File: src/hdl/uid_membership_table_unit_macros.svh
// assertion macros used by the membership table unit
// no dependencies; included by the module that carries checks
`ifndef UID_MEMBERSHIP_TABLE_UNIT_MACROS_SVH
`define UID_MEMBERSHIP_TABLE_UNIT_MACROS_SVH

// same-cycle implication under synchronous reset
`define UIDM_ASSERT_IMPL(label, clk, rst, ante, cons) \
   label: assert property (@(posedge clk) disable iff (rst) (ante) |-> (cons)) \
      else $error("uidm: same-cycle check failed");

// next-cycle implication under synchronous reset
`define UIDM_ASSERT_NEXT(label, clk, rst, ante, cons) \
   label: assert property (@(posedge clk) disable iff (rst) (ante) |=> (cons)) \
      else $error("uidm: next-cycle check failed");

`endif

File: src/hdl/uidm_pkg.sv
// shared constants and types of the membership table
// no dependencies
package uidm_pkg;

   // table geometry defaults
   localparam int SLOTS_DEF     = 32;
   localparam int UID_BYTES_DEF = 4;

   // payload widths
   localparam int CARD_W   = 32;
   localparam int STATUS_W = 3;
   localparam int SLOT_W   = 5;

   // request modes
   localparam logic MODE_ADD    = 1'b0;
   localparam logic MODE_REMOVE = 1'b1;

   // value of a used mark
   localparam logic SLOT_TAKEN = 1'b1;

   // result status codes
   localparam logic [STATUS_W-1:0] ST_ADDED   = 3'd0;
   localparam logic [STATUS_W-1:0] ST_PRESENT = 3'd1;
   localparam logic [STATUS_W-1:0] ST_FULL    = 3'd2;
   localparam logic [STATUS_W-1:0] ST_REMOVED = 3'd3;
   localparam logic [STATUS_W-1:0] ST_ABSENT  = 3'd4;

   // probe status passed from cell to cell
   typedef struct packed {
      logic valid;
      logic hit;
      logic free;
   } uidm_flags_type;

   // slot write command broadcast to all cells
   typedef struct packed {
      logic en;
      logic set;
   } uidm_wr_type;

endpackage

File: src/hdl/uidm_req_if.sv
// request channel: valid/ready handshake with mode and card id
// depends on uidm_pkg
interface uidm_req_if;
   import uidm_pkg::*;

   logic              valid;
   logic              ready;
   logic              mode;
   logic [CARD_W-1:0] card_id;

   modport source (output valid, output mode, output card_id, input ready);
   modport sink (input valid, input mode, input card_id, output ready);
endinterface

File: src/hdl/uidm_rsp_if.sv
// response channel: valid/ready handshake with status and slot index
// depends on uidm_pkg
interface uidm_rsp_if;
   import uidm_pkg::*;

   logic                valid;
   logic                ready;
   logic [STATUS_W-1:0] status;
   logic [SLOT_W-1:0]   slot_index;

   modport source (output valid, output status, output slot_index, input ready);
   modport sink (input valid, input status, input slot_index, output ready);
endinterface

File: src/hdl/uidm_cell.sv
// one table slot: stored id, used mark and one stage of the search probe
// depends on uidm_pkg
module uidm_cell #(
   parameter int ID_W  = 32,
   parameter int IDX_W = 5,
   parameter int INDEX = 0
) (
   input  logic                     clock,
   input  logic                     reset,
   input  uidm_pkg::uidm_flags_type up_flags,
   input  logic [ID_W-1:0]          up_id,
   input  logic [IDX_W-1:0]         up_hit_idx,
   input  logic [IDX_W-1:0]         up_free_idx,
   output uidm_pkg::uidm_flags_type dn_flags,
   output logic [ID_W-1:0]          dn_id,
   output logic [IDX_W-1:0]         dn_hit_idx,
   output logic [IDX_W-1:0]         dn_free_idx,
   input  uidm_pkg::uidm_wr_type    wr,
   input  logic [IDX_W-1:0]         wr_idx,
   input  logic [ID_W-1:0]          wr_id
);
   import uidm_pkg::*;

   localparam logic [IDX_W-1:0] MY_IDX = IDX_W'(INDEX);

   logic            used_ff, used_in;
   logic [ID_W-1:0] slot_id_ff, slot_id_in;

   uidm_flags_type   probe_flags_ff, probe_flags_in;
   logic [ID_W-1:0]  probe_id_ff;
   logic [IDX_W-1:0] hit_idx_ff, hit_idx_in;
   logic [IDX_W-1:0] free_idx_ff, free_idx_in;

   logic match;
   logic sel;

   // compare against this slot, keep the lowest hit and the highest free slot
   always_comb begin
      match          = (used_ff == SLOT_TAKEN) && (slot_id_ff == up_id);
      probe_flags_in = up_flags;
      hit_idx_in     = up_hit_idx;
      free_idx_in    = up_free_idx;
      if (!up_flags.hit && match) begin
         probe_flags_in.hit = 1'b1;
         hit_idx_in         = MY_IDX;
      end
      if (used_ff != SLOT_TAKEN) begin
         probe_flags_in.free = 1'b1;
         free_idx_in         = MY_IDX;
      end
   end

   // slot update from the broadcast write
   always_comb begin
      sel        = wr.en && (wr_idx == MY_IDX);
      used_in    = used_ff;
      slot_id_in = slot_id_ff;
      if (sel) begin
         used_in    = wr.set ? SLOT_TAKEN : ~SLOT_TAKEN;
         slot_id_in = wr.set ? wr_id : '0;
      end
   end

   // control state
   always_ff @(posedge clock) begin
      if (reset) begin
         used_ff        <= ~SLOT_TAKEN;
         probe_flags_ff <= '0;
      end else begin
         used_ff        <= used_in;
         probe_flags_ff <= probe_flags_in;
      end
   end

   // payload
   always_ff @(posedge clock) begin
      slot_id_ff  <= slot_id_in;
      probe_id_ff <= up_id;
      hit_idx_ff  <= hit_idx_in;
      free_idx_ff <= free_idx_in;
   end

   assign dn_flags    = probe_flags_ff;
   assign dn_id       = probe_id_ff;
   assign dn_hit_idx  = hit_idx_ff;
   assign dn_free_idx = free_idx_ff;

endmodule

File: src/hdl/uid_membership_table_unit.sv
// card id membership table: a chain of SLOTS cells searched by a moving probe
// a request passes through the cell chain, the pending result register and the output register before response valid
// a new request is accepted only in the idle state, after the previous result has been loaded into the output register
// a finished response may wait in the output register while the next request scans
// synchronous reset empties the table and clears all handshake state
module uid_membership_table_unit #(
   parameter int SLOTS     = uidm_pkg::SLOTS_DEF,
   parameter int UID_BYTES = uidm_pkg::UID_BYTES_DEF
) (
   input logic       clock,
   input logic       reset,
   uidm_req_if.sink  req_bus,
   uidm_rsp_if.source rsp_bus
);
   import uidm_pkg::*;
   `include "uid_membership_table_unit_macros.svh"

   localparam int IDX_W = (SLOTS > 1) ? $clog2(SLOTS) : 1;
   localparam int ID_W  = (UID_BYTES >= 4) ? CARD_W : 8 * UID_BYTES;

   // sequencer states
   localparam logic [1:0] S_IDLE = 2'd0;
   localparam logic [1:0] S_SCAN = 2'd1;
   localparam logic [1:0] S_DONE = 2'd2;

   logic [1:0] state_ff, state_in;
   logic       mode_ff, mode_in;

   logic [STATUS_W-1:0] pend_status_ff, pend_status_in;
   logic [SLOT_W-1:0]   pend_slot_ff, pend_slot_in;

   logic                rsp_valid_ff, rsp_valid_in;
   logic [STATUS_W-1:0] rsp_status_ff, rsp_status_in;
   logic [SLOT_W-1:0]   rsp_slot_ff, rsp_slot_in;

   uidm_flags_type   flags_chain [SLOTS+1];
   logic [ID_W-1:0]  id_chain    [SLOTS+1];
   logic [IDX_W-1:0] hit_chain   [SLOTS+1];
   logic [IDX_W-1:0] free_chain  [SLOTS+1];
   logic [SLOTS-1:0] probe_live;

   uidm_wr_type      wr;
   logic [IDX_W-1:0] wr_idx;
   logic             accept;
   logic             load_rsp;
   logic             done_scan;

   logic [STATUS_W-1:0]     res_status;
   logic [IDX_W-1:0]        res_idx;
   logic [IDX_W+SLOT_W-1:0] res_ext;

   assign accept    = req_bus.valid && req_bus.ready;
   assign done_scan = flags_chain[SLOTS].valid;
   assign load_rsp  = (state_ff == S_DONE) && (!rsp_valid_ff || rsp_bus.ready);

   // probe enters the first cell with the request
   assign flags_chain[0] = '{valid: accept, hit: 1'b0, free: 1'b0};
   assign id_chain[0]    = req_bus.card_id[ID_W-1:0];
   assign hit_chain[0]   = '0;
   assign free_chain[0]  = '0;

   // row of slot cells
   for (genvar i = 0; i < SLOTS; i++) begin : g_cell
      uidm_cell #(
         .ID_W  (ID_W),
         .IDX_W (IDX_W),
         .INDEX (i)
      ) u_cell (
         .clock       (clock),
         .reset       (reset),
         .up_flags    (flags_chain[i]),
         .up_id       (id_chain[i]),
         .up_hit_idx  (hit_chain[i]),
         .up_free_idx (free_chain[i]),
         .dn_flags    (flags_chain[i+1]),
         .dn_id       (id_chain[i+1]),
         .dn_hit_idx  (hit_chain[i+1]),
         .dn_free_idx (free_chain[i+1]),
         .wr          (wr),
         .wr_idx      (wr_idx),
         .wr_id       (id_chain[SLOTS])
      );
      assign probe_live[i] = flags_chain[i+1].valid;
   end

   // decision once the probe leaves the last cell
   always_comb begin
      wr         = '0;
      wr_idx     = hit_chain[SLOTS];
      res_status = ST_ABSENT;
      res_idx    = '0;
      if (mode_ff == MODE_ADD) begin
         if (flags_chain[SLOTS].hit) begin
            res_status = ST_PRESENT;
         end else if (flags_chain[SLOTS].free) begin
            res_status = ST_ADDED;
            res_idx    = free_chain[SLOTS];
            wr_idx     = free_chain[SLOTS];
            wr.en      = done_scan;
            wr.set     = 1'b1;
         end else begin
            res_status = ST_FULL;
         end
      end else begin
         if (flags_chain[SLOTS].hit) begin
            res_status = ST_REMOVED;
            res_idx    = hit_chain[SLOTS];
            wr.en      = done_scan;
            wr.set     = 1'b0;
         end
      end
      res_ext = {{SLOT_W{1'b0}}, res_idx};
   end

   // sequencer
   always_comb begin
      state_in       = state_ff;
      mode_in        = mode_ff;
      pend_status_in = pend_status_ff;
      pend_slot_in   = pend_slot_ff;
      unique case (state_ff)
         S_IDLE: begin
            if (accept) begin
               state_in = S_SCAN;
               mode_in  = req_bus.mode;
            end
         end
         S_SCAN: begin
            if (done_scan) begin
               state_in       = S_DONE;
               pend_status_in = res_status;
               pend_slot_in   = res_ext[SLOT_W-1:0];
            end
         end
         S_DONE: begin
            if (load_rsp) begin
               state_in = S_IDLE;
            end
         end
         default: begin
            state_in = S_IDLE;
         end
      endcase
   end

   // output register
   always_comb begin
      rsp_valid_in  = rsp_valid_ff;
      rsp_status_in = rsp_status_ff;
      rsp_slot_in   = rsp_slot_ff;
      if (load_rsp) begin
         rsp_valid_in  = 1'b1;
         rsp_status_in = pend_status_ff;
         rsp_slot_in   = pend_slot_ff;
      end else if (rsp_valid_ff && rsp_bus.ready) begin
         rsp_valid_in = 1'b0;
      end
   end

   always_ff @(posedge clock) begin
      if (reset) begin
         state_ff     <= S_IDLE;
         rsp_valid_ff <= 1'b0;
      end else begin
         state_ff     <= state_in;
         rsp_valid_ff <= rsp_valid_in;
      end
   end

   always_ff @(posedge clock) begin
      mode_ff        <= mode_in;
      pend_status_ff <= pend_status_in;
      pend_slot_ff   <= pend_slot_in;
      rsp_status_ff  <= rsp_status_in;
      rsp_slot_ff    <= rsp_slot_in;
   end

   assign req_bus.ready      = (state_ff == S_IDLE);
   assign rsp_bus.valid      = rsp_valid_ff;
   assign rsp_bus.status     = rsp_status_ff;
   assign rsp_bus.slot_index = rsp_slot_ff;

   // checks
   `UIDM_ASSERT_NEXT(a_accept_starts_scan, clock, reset, accept, state_ff == S_SCAN)
   `UIDM_ASSERT_IMPL(a_single_probe, clock, reset, 1'b1, $onehot0(probe_live))
   `UIDM_ASSERT_IMPL(a_probe_only_in_scan, clock, reset, |probe_live, state_ff == S_SCAN)
   `UIDM_ASSERT_NEXT(a_done_delivers, clock, reset, load_rsp, rsp_valid_ff && state_ff == S_IDLE)

endmodule

File: src/flat_wrapper.sv
// flat-port wrapper written by rule: the top's interface ports become plain ports
module uid_membership_table_unit_flat import uidm_pkg::*;
#(
   parameter int SLOTS     = uidm_pkg::SLOTS_DEF,
   parameter int UID_BYTES = uidm_pkg::UID_BYTES_DEF
)
  (clock, reset, req_bus_valid, req_bus_mode, req_bus_card_id, req_bus_ready, rsp_bus_valid, rsp_bus_status, rsp_bus_slot_index, rsp_bus_ready);
  uidm_req_if req_bus_i ();
  uidm_rsp_if rsp_bus_i ();
  input logic clock;
  input logic reset;
  input wire logic [$bits(req_bus_i.valid)-1:0] req_bus_valid;
  input wire logic [$bits(req_bus_i.mode)-1:0] req_bus_mode;
  input wire logic [$bits(req_bus_i.card_id)-1:0] req_bus_card_id;
  output wire logic [$bits(req_bus_i.ready)-1:0] req_bus_ready;
  output wire logic [$bits(rsp_bus_i.valid)-1:0] rsp_bus_valid;
  output wire logic [$bits(rsp_bus_i.status)-1:0] rsp_bus_status;
  output wire logic [$bits(rsp_bus_i.slot_index)-1:0] rsp_bus_slot_index;
  input wire logic [$bits(rsp_bus_i.ready)-1:0] rsp_bus_ready;
  assign req_bus_i.valid = req_bus_valid;
  assign req_bus_i.mode = req_bus_mode;
  assign req_bus_i.card_id = req_bus_card_id;
  assign req_bus_ready = req_bus_i.ready;
  assign rsp_bus_valid = rsp_bus_i.valid;
  assign rsp_bus_status = rsp_bus_i.status;
  assign rsp_bus_slot_index = rsp_bus_i.slot_index;
  assign rsp_bus_i.ready = rsp_bus_ready;
  uid_membership_table_unit #(.SLOTS(SLOTS), .UID_BYTES(UID_BYTES)) u_core (.clock(clock), .reset(reset), .req_bus(req_bus_i), .rsp_bus(rsp_bus_i));
endmodule
File: config.mk
export PLATFORM = sky130hd
export DESIGN_NAME = uid_membership_table_unit_flat
export DESIGN_NICKNAME = d
export VERILOG_FILES = /design/src/hdl/uidm_pkg.sv /design/src/hdl/uidm_req_if.sv /design/src/hdl/uidm_rsp_if.sv /design/src/hdl/uidm_cell.sv /design/src/hdl/uid_membership_table_unit.sv /design/src/flat_wrapper.sv
export VERILOG_INCLUDE_DIRS = /design/src /design/src/hdl
export SDC_FILE = /design/constraint.sdc
export NUM_CORES = 2
export LEC_CHECK = 0
export BUFFER_PORTS_ARGS = -buffer_cell sky130_fd_sc_hd__buf_2
export CORE_MARGIN = 2
export CORE_UTILIZATION = 40
export CTS_CLUSTER_SIZE = 25
export DETAILED_ROUTE_END_ITERATION = 8
export GPL_ROUTABILITY_DRIVEN = 1
export SLEW_MARGIN = 10
export SYNTH_ARGS = -nofsm -noshare
export SYNTH_HDL_FRONTEND = slang
export SYNTH_HIERARCHICAL = 1
export SYNTH_SLANG_ARGS = --single-unit
export TNS_END_PERCENT = 10
File: constraint.sdc
create_clock -name clock -period 5.4 [get_ports clock]
set_clock_uncertainty 0.1 [all_clocks]
set_input_delay 0.54 -clock clock [delete_from_list [all_inputs] [get_ports clock]]
set_output_delay 0.54 -clock clock [all_outputs]
set_load 0.02 [all_outputs]
Word level (Yosys, flattened, before mapping)
Cells that the tools add are included.
{ "word_totals": {"output_inout_bits": 10, "register_bits": 2506} }
{ "classes": {"reduce_logical": 137, "n_mux": 89, "eq_ne": 68} }
{ "op_table": {"columns": ["operator", "n"], "rows": [
  ["$eq 32x32->1", 32],
  ["$logic_and 1x1->1", 98],
  ["$eq 5x5->1 const B", 16],
  ["$mux 1", 69],
  ["$eq 5x4->1 const B", 8],
  ["$mux 5", 7],
  ["$logic_not 1->1", 32],
  ["$mux 32", 1],
  ["$eq 5x3->1 const B", 4],
  ["$mux 2", 8],
  ["$eq 5x2->1 const B", 2],
  ["$mux 3", 3],
  ["$pmux 2 s3", 1],
  ["$eq 5x1->1 const B", 1],
  ["$logic_not 5->1", 1],
  ["$ne 2x2->1 const B", 2],
  ["$reduce_and 2->1", 2],
  ["$reduce_and 3->1", 1],
  ["$eq 2x1->1 const B", 1],
  ["$eq 2x2->1 const B", 1],
  ["$logic_not 2->1", 1],
  ["$ne 2x1->1 const B", 1],
  ["$reduce_bool 2->1", 1],
  ["$logic_or 1x1->1", 1]
]} }

Depth between registers and ports, before layout
{ "depth": {"depth_word": 5, "mapped_depth": 7} }

Cells and area by module
Netlist, hierarchy kept.
{ "modules_own_cells": {"columns": ["module", "cells_per_inst", "instances", "area_per_inst_um2"], "rows": [
  ["uidm_cell at u_core.g_cell[11].u_cell ...", 180, 8, 2601.2],
  ["uidm_cell at u_core.g_cell[10].u_cell ...", 180, 5, 2598.7],
  ["uidm_cell at u_core.g_cell[15].u_cell ...", 180, 5, 2593.7],
  ["uidm_cell at u_core.g_cell[12].u_cell ...", 180, 3, 2595.0],
  ["uidm_cell at u_core.g_cell[4].u_cell ...", 179, 2, 2605.0],
  ["uidm_cell at u_core.g_cell[1].u_cell ...", 179, 2, 2598.7],
  ["uidm_cell at u_core.g_cell[29].u_cell ...", 181, 2, 2596.2],
  ["uidm_cell at u_core.g_cell[31].u_cell", 180, 1, 2615.0],
  ["uidm_cell at u_core.g_cell[28].u_cell", 181, 1, 2598.7],
  ["uidm_cell at u_core.g_cell[0].u_cell", 178, 1, 2596.2],
  ["uidm_cell at u_core.g_cell[19].u_cell", 180, 1, 2596.2],
  ["uidm_cell at u_core.g_cell[16].u_cell", 179, 1, 2595.0],
  ["uid_membership_table_unit", 50, 1, 837.1]
]} }

Least setup slack after synthesis
OpenSTA, ideal clock, no wires.
{ "synth_timing": {"path_kind": "register to register", "from": "reg u_core.mode_ff", "to": "reg u_core.g_cell[28].u_cell.used_ff", "arrival_ps": 5717, "setup_time_ps": 117, "path_buffers": 1, "path_slack_ps": -534, "stages_incl_launch_ff": 8, "synth_period_minus_slack_ps": 5934, "path_cell_list": "edfxtp_1 nor3b_4 buf_6 o21a_1 nand2_1 nor4_1 mux2i_1 nor2_1"} }
{ "synth_rtl": {"columns": ["item", "line", "text"], "rows": [
  ["start, declared", "uid_membership_table_unit.sv:27", "logic mode_ff, mode_in;"],
  ["start signal, assigned", "uid_membership_table_unit.sv:171", "mode_ff <= mode_in;"],
  ["end signal, assigned", "uidm_cell.sv:67", "used_ff <= ~SLOT_TAKEN;"],
  ["end signal, assigned", "uidm_cell.sv:70", "used_ff <= used_in;"],
  ["end, declared", "uidm_cell.sv:26", "logic used_ff, used_in;"]
]} }

Worst setup path after layout
{ "layout_timing": {"from": "reg u_core.mode_ff", "to": "reg u_core.g_cell[26].u_cell.slot_id_ff[20], enable pin"} }
{ "layout_via": {"elab_chain_len": 3} }
{ "layout_lines": {"columns": ["item", "line", "text"], "rows": [
  ["$mux 5", "uid_membership_table_unit.sv:92", "if (mode_ff == MODE_ADD) begin"],
  ["via u_core.wr_idx[0]", "uid_membership_table_unit.sv:43", "logic [IDX_W-1:0] wr_idx;"],
  ["$eq 5x5->1", "uidm_cell.sv:55", "sel = wr.en && (wr_idx == MY_IDX);"],
  ["$logic_and 1x1->1", "uidm_cell.sv:55", null],
  ["via u_core.g_cell[26].u_cell.sel", "uidm_cell.sv:35", "logic sel;"],
  ["end signal, assigned", "uidm_cell.sv:77", "slot_id_ff <= slot_id_in;"],
  ["end, declared", "uidm_cell.sv:27", "logic [ID_W-1:0] slot_id_ff, slot_id_in;"]
]} }
The timed path passes the listed nets, and every way through them passes these cells.
A chain may end at the register's enable or synchronous reset.

==> impl_results.html <==
<table>
<tr><th>Metric</th><th>Value</th></tr>
<tr><th colspan="2">Detailed routing</th></tr>
<tr><td>Remaining number of nets flagged by the antenna check after routing</td><td>0</td></tr>
<tr><td>Total vias in the final route</td><td>41300</td></tr>
<tr><td>Post-detailed-route wirelength per cell</td><td>17.6 um</td></tr>
<tr><td>Aggregate routed wire length</td><td>161000 um</td></tr>
<tr><td>DRC violations left</td><td>0</td></tr>
<tr><td>Initial detailed-routing violation count</td><td>2199</td></tr>
<tr><td>TritonRoute pass-1 iters</td><td>6</td></tr>
<tr><td>Routed via count divided by cell count</td><td>4.53</td></tr>
<tr><th colspan="2">Floorplanning</th></tr>
<tr><td>Top-level I/O count</td><td>47</td></tr>
<tr><td>Die area</td><td>214000 sq um</td></tr>
<tr><td>Effective utilization at floorplan</td><td>40.2%</td></tr>
<tr><td>Die X</td><td>462 um</td></tr>
<tr><td>CORE AREA</td><td>209000 sq um</td></tr>
<tr><td>Vertical die dimension</td><td>462 um</td></tr>
<tr><td>Number of placement rows</td><td>168</td></tr>
<tr><th colspan="2">GRT</th></tr>
<tr><td>Global routing met1 resource utilization</td><td>18.5%</td></tr>
<tr><td>Via count of the first global-routing pass</td><td>42500</td></tr>
<tr><td>Met2 track demand over resource in global routing</td><td>27.0%</td></tr>
<tr><td>Fraction of met3 tracks used by global routing</td><td>2.59%</td></tr>
<tr><td>Global router's overall resource usage</td><td>15.2%</td></tr>
<tr><td>Wire length of the first global-routing pass</td><td>250000 um</td></tr>
<tr><td>Pin count of the biggest net entering global routing</td><td>279</td></tr>
<tr><td>Number of antenna violations at the first check in global routing</td><td>11</td></tr>
<tr><td>Layer carrying the most global-route usage</td><td>met2</td></tr>
<tr><td>Total overflow reported by the global router</td><td>0</td></tr>
<tr><th colspan="2">Clocking</th></tr>
<tr><td>Reg clk slew, reported paths</td><td>0.06 ns</td></tr>
<tr><td>H-Tree Level Count</td><td>4</td></tr>
<tr><td>Setup fix buffers added after clock tree synthesis</td><td>0</td></tr>
<tr><td>Master cell of the clock root buffer</td><td>sky130_fd_sc_hd__clkbuf_16</td></tr>
<tr><td>Maximum root-to-sink buffer count</td><td>3</td></tr>
<tr><td>Number of sinks on the clock net</td><td>2516</td></tr>
<tr><td>TritonCTS clock tree</td><td>done</td></tr>
<tr><td>Number of buffers added to fix hold violations after cts</td><td>38</td></tr>
<tr><td>Clock buffers created by TritonCTS</td><td>232</td></tr>
<tr><td>Number of gates resized after CTS</td><td>0</td></tr>
<tr><td>Insertion delay to the later sink of the worst-skew pair</td><td>0.84 ns</td></tr>
<tr><th colspan="2">Job</th></tr>
<tr><td>Number of maximum-capacitance violations</td><td>0</td></tr>
<tr><th colspan="2">Finish</th></tr>
<tr><td>Layout-stage area growth over the synthesis result</td><td>14.6%</td></tr>
<tr><td>Number of nets at the end of the flow</td><td>6142</td></tr>
<tr><td>Share of post-route cells with drive strength above 1</td><td>9.42%</td></tr>
<tr><td>Most common cell after layout, fill and taps aside</td><td>sky130_fd_sc_hd__dfxtp_1</td></tr>
<tr><td>Fill cells</td><td>18200</td></tr>
<tr><td>Leading cell types in the layout, fill and taps excluded</td><td>1471 x sky130_fd_sc_hd__dfxtp_1, 1105 x sky130_fd_sc_hd__and2_1, 1041 x sky130_fd_sc_hd__edfxtp_1</td></tr>
<tr><th colspan="2">Synth</th></tr>
<tr><td>Portion of the post-synthesis area used by sequential elements</td><td>72.4%</td></tr>
<tr><td>Cell area after synthesis</td><td>84000 sq um</td></tr>
<tr><td>Number of cells produced by synthesis</td><td>5806</td></tr>
<tr><td>Warnings from Yosys</td><td>6</td></tr>
<tr><td>Proportion of register bits with asynchronous set or reset after synthesis</td><td>0%</td></tr>
<tr><td>Top cell type's share of synthesized area</td><td>37.2%</td></tr>
<tr><td>Yosys reg bits</td><td>2516</td></tr>
<tr><td>Post-synth top area cell</td><td>sky130_fd_sc_hd__edfxtp_1</td></tr>
<tr><td>Per-instance average area after synthesis</td><td>14.5 sq um</td></tr>
<tr><td>Number of flops mapped to enable cells by yosys</td><td>1041</td></tr>
<tr><td>Library cells used by synthesis</td><td>58</td></tr>
<tr><td>Area contributors post-synth</td><td>sky130_fd_sc_hd__edfxtp_1 37%, sky130_fd_sc_hd__dfxtp_1 35%, sky130_fd_sc_hd__and2_1 8.2%</td></tr>
<tr><td>Most instantiated flip-flop cell in the synthesis netlist</td><td>sky130_fd_sc_hd__dfxtp_1</td></tr>
<tr><th colspan="2">Critical path</th></tr>
<tr><td>Critical path cell sequence</td><td>nor3b_4, mux2_2, nor4bb_1, and3_1, buf_4</td></tr>
<tr><td>Slowest cell delay on critical path</td><td>0.84 ns</td></tr>
<tr><td>Type of the worst setup path</td><td>register to register</td></tr>
<tr><td>Critical Path AT</td><td>4.26 ns</td></tr>
<tr><td>Critical path buffers and inverters</td><td>1</td></tr>
<tr><td>Worst-path fanout max</td><td>32</td></tr>
<tr><td>Startpoint Class</td><td>register</td></tr>
<tr><td>Cell family contributing the most delay on the critical path</td><td>simple AND/OR/NAND/NOR gates</td></tr>
<tr><td>Required time at the worst-slack endpoint</td><td>5.82 ns</td></tr>
<tr><td>Capturing element type of the critical path</td><td>register</td></tr>
<tr><td>Critical-path cell with the highest stage delay</td><td>sky130_fd_sc_hd__and3_1</td></tr>
<tr><th colspan="2">STA</th></tr>
<tr><td>Setup-failing EPs final</td><td>0</td></tr>
<tr><td>Number of hold-slack violations in the final timing report</td><td>0</td></tr>
<tr><td>FMAX</td><td>0.260 GHz</td></tr>
<tr><td>Post-Route Setup TNS</td><td>0 ns</td></tr>
<tr><td>Crit share post-route</td><td>71.1%</td></tr>
<tr><td>Setup repair after global routing missed its margin</td><td>false</td></tr>
<tr><td>Worst Hold Slack</td><td>0.240 ns</td></tr>
<tr><td>Pins over their slew limit</td><td>0</td></tr>
<tr><td>Transition at the pin with the smallest max-transition slack</td><td>1.10 ns</td></tr>
<tr><td>Crit path time final</td><td>3.84 ns</td></tr>
<tr><td>Relative max-transition margin</td><td>26.5%</td></tr>
<tr><th colspan="2">Place</th></tr>
<tr><td>Count of buffers from port buffering</td><td>46</td></tr>
<tr><td>Routability-driven placement congestion ratio</td><td>0.740</td></tr>
<tr><td>Dpl hpwl</td><td>102000 um</td></tr>
<tr><th colspan="2">Run status</th></tr>
<tr><td>Status</td><td>completed</td></tr>
<tr><th colspan="2">Min path</th></tr>
<tr><td>Hold WC Path Type</td><td>register to register</td></tr>
<tr><th colspan="2">Pwr</th></tr>
<tr><td>Worst vdd ir</td><td>0.000336 V</td></tr>
<tr><td>Power Dens Cells</td><td>393 nW/um^2</td></tr>
<tr><td>Leakage power</td><td>0.0338 uW</td></tr>
</table>
## per-stage QoR
stage               std cells  power (uW)  area [sq um]  util [%]  setup WS [ns]
finish                   9122       37900         96300      46.0           1.56
floorplan                5818       21600         84000         -          0.165
detailed placement       8638       22100         88100      42.1           1.61
global route             9120       39200         96300      46.0           1.37
global placement         8638       22000         88100      42.1           1.72
CTS                      9119       38300         96300      46.0           1.59
## worst paths after layout
check / cells past startpoint / slack (ns) / start / end
worst max-delay path: 5 / 1.56 / u_core/mode_ff$_DFFE_PP_ / u_core/g_cell[26].u_cell/slot_id_ff[20]$_SDFFCE_PN0P_
worst min-delay path: 0 / 0.24 / u_core/g_cell[23].u_cell/dn_id[16]$_DFF_P_ / u_core/g_cell[24].u_cell/dn_id[16]$_DFF_P_
worst max register to register: 5 / 1.56 / u_core/mode_ff$_DFFE_PP_ / u_core/g_cell[26].u_cell/slot_id_ff[20]$_SDFFCE_PN0P_
worst min register to register: 0 / 0.24 / u_core/g_cell[23].u_cell/dn_id[16]$_DFF_P_ / u_core/g_cell[24].u_cell/dn_id[16]$_DFF_P_
## metal layers
layer	part of all wire (%)	up-vias
met4	2.8	0
met5	0	-
met3	3.5	284
met1	43	20100
met2	51	565
li1	-	20300
## registers in the layout (all words and copies together), names as in the netlist, 3 cells and up
register	count
u_core/rsp_bus.status	3
u_core/g_cell.u_cell/dn_hit_idx	160
u_core/g_cell.u_cell/dn_id	1024
u_core/pend_slot_ff	5
u_core/g_cell.u_cell/dn_flags	96
u_core/g_cell.u_cell/dn_free_idx	160
u_core/g_cell.u_cell/slot_id_ff	1024
u_core/rsp_bus.slot_index	5
u_core/pend_status_ff	3
u_core/g_cell.u_cell/used_ff	32
## cells by family after synthesis
family	Yosys count	share of synthesized area (%)
AOI/OAI and AO/OA	324	3.20
xor gates and xnor gates	928	9.68
buffers and inverters	257	1.16
DFF	2516	72.4
muxes	37	0.462
other	1	0.00446
and+or+nand+nor	1743	13.1
## Yosys cell counts, drive strengths merged, types with 6 or more instances
library cell / number
dfxtp: 1475
and2: 1106
edfxtp: 1041
xnor2: 716
xor2: 212
nand4: 188
inv: 159
nand2b: 103
clkbuf: 96
nor2: 89
o21bai: 75
a21oi: 59
o21a: 56
nor2b: 52
nor4: 44
nor3: 41
mux2i: 32
nand3: 32
a2111oi: 26
a2111o: 25
o221ai: 25
a21boi: 20
nand2: 15
nor3b: 14
and2b: 12
or2b: 11
nand4b: 9
and3: 8
o2111a: 8
a222oi: 7
o21ba: 7
nand4bb: 6
o2111ai: 6
## area by class of cell
type                    instances  area, sq um  share of cell area, %
flip-flops and latches       2516        60800                   63.1
multi-input cells            3045        22400                   23.3
clock buffers                 370         7140                   7.42
well taps                    2805         3510                   3.65
repair buffers                151         1160                   1.20
clock inverters                73          653                  0.678
inverters                     159          597                  0.620
diodes                          3         7.51                0.00780
## worst register-to-register path, stage by stage (launching register included)
cell	delay [ns]
sky130_fd_sc_hd__edfxtp_1	0.46
sky130_fd_sc_hd__nor3b_4	0.79
sky130_fd_sc_hd__mux2_2	0.66
sky130_fd_sc_hd__nor4bb_1	0.34
sky130_fd_sc_hd__and3_1	0.84
sky130_fd_sc_hd__buf_4	0.35
## report_power, final
part | leakage, uW | total, uW | switching (uW) | internal (uW)
clock network | 0.00384 | 16200 | 6900 | 9350
registers | 0.0211 | 20600 | 359 | 20200
logic | 0.00887 | 1050 | 557 | 491
total | 0.0338 | 37900 | 7810 | 30100
Note: power is estimated with default switching activity, not from simulation.
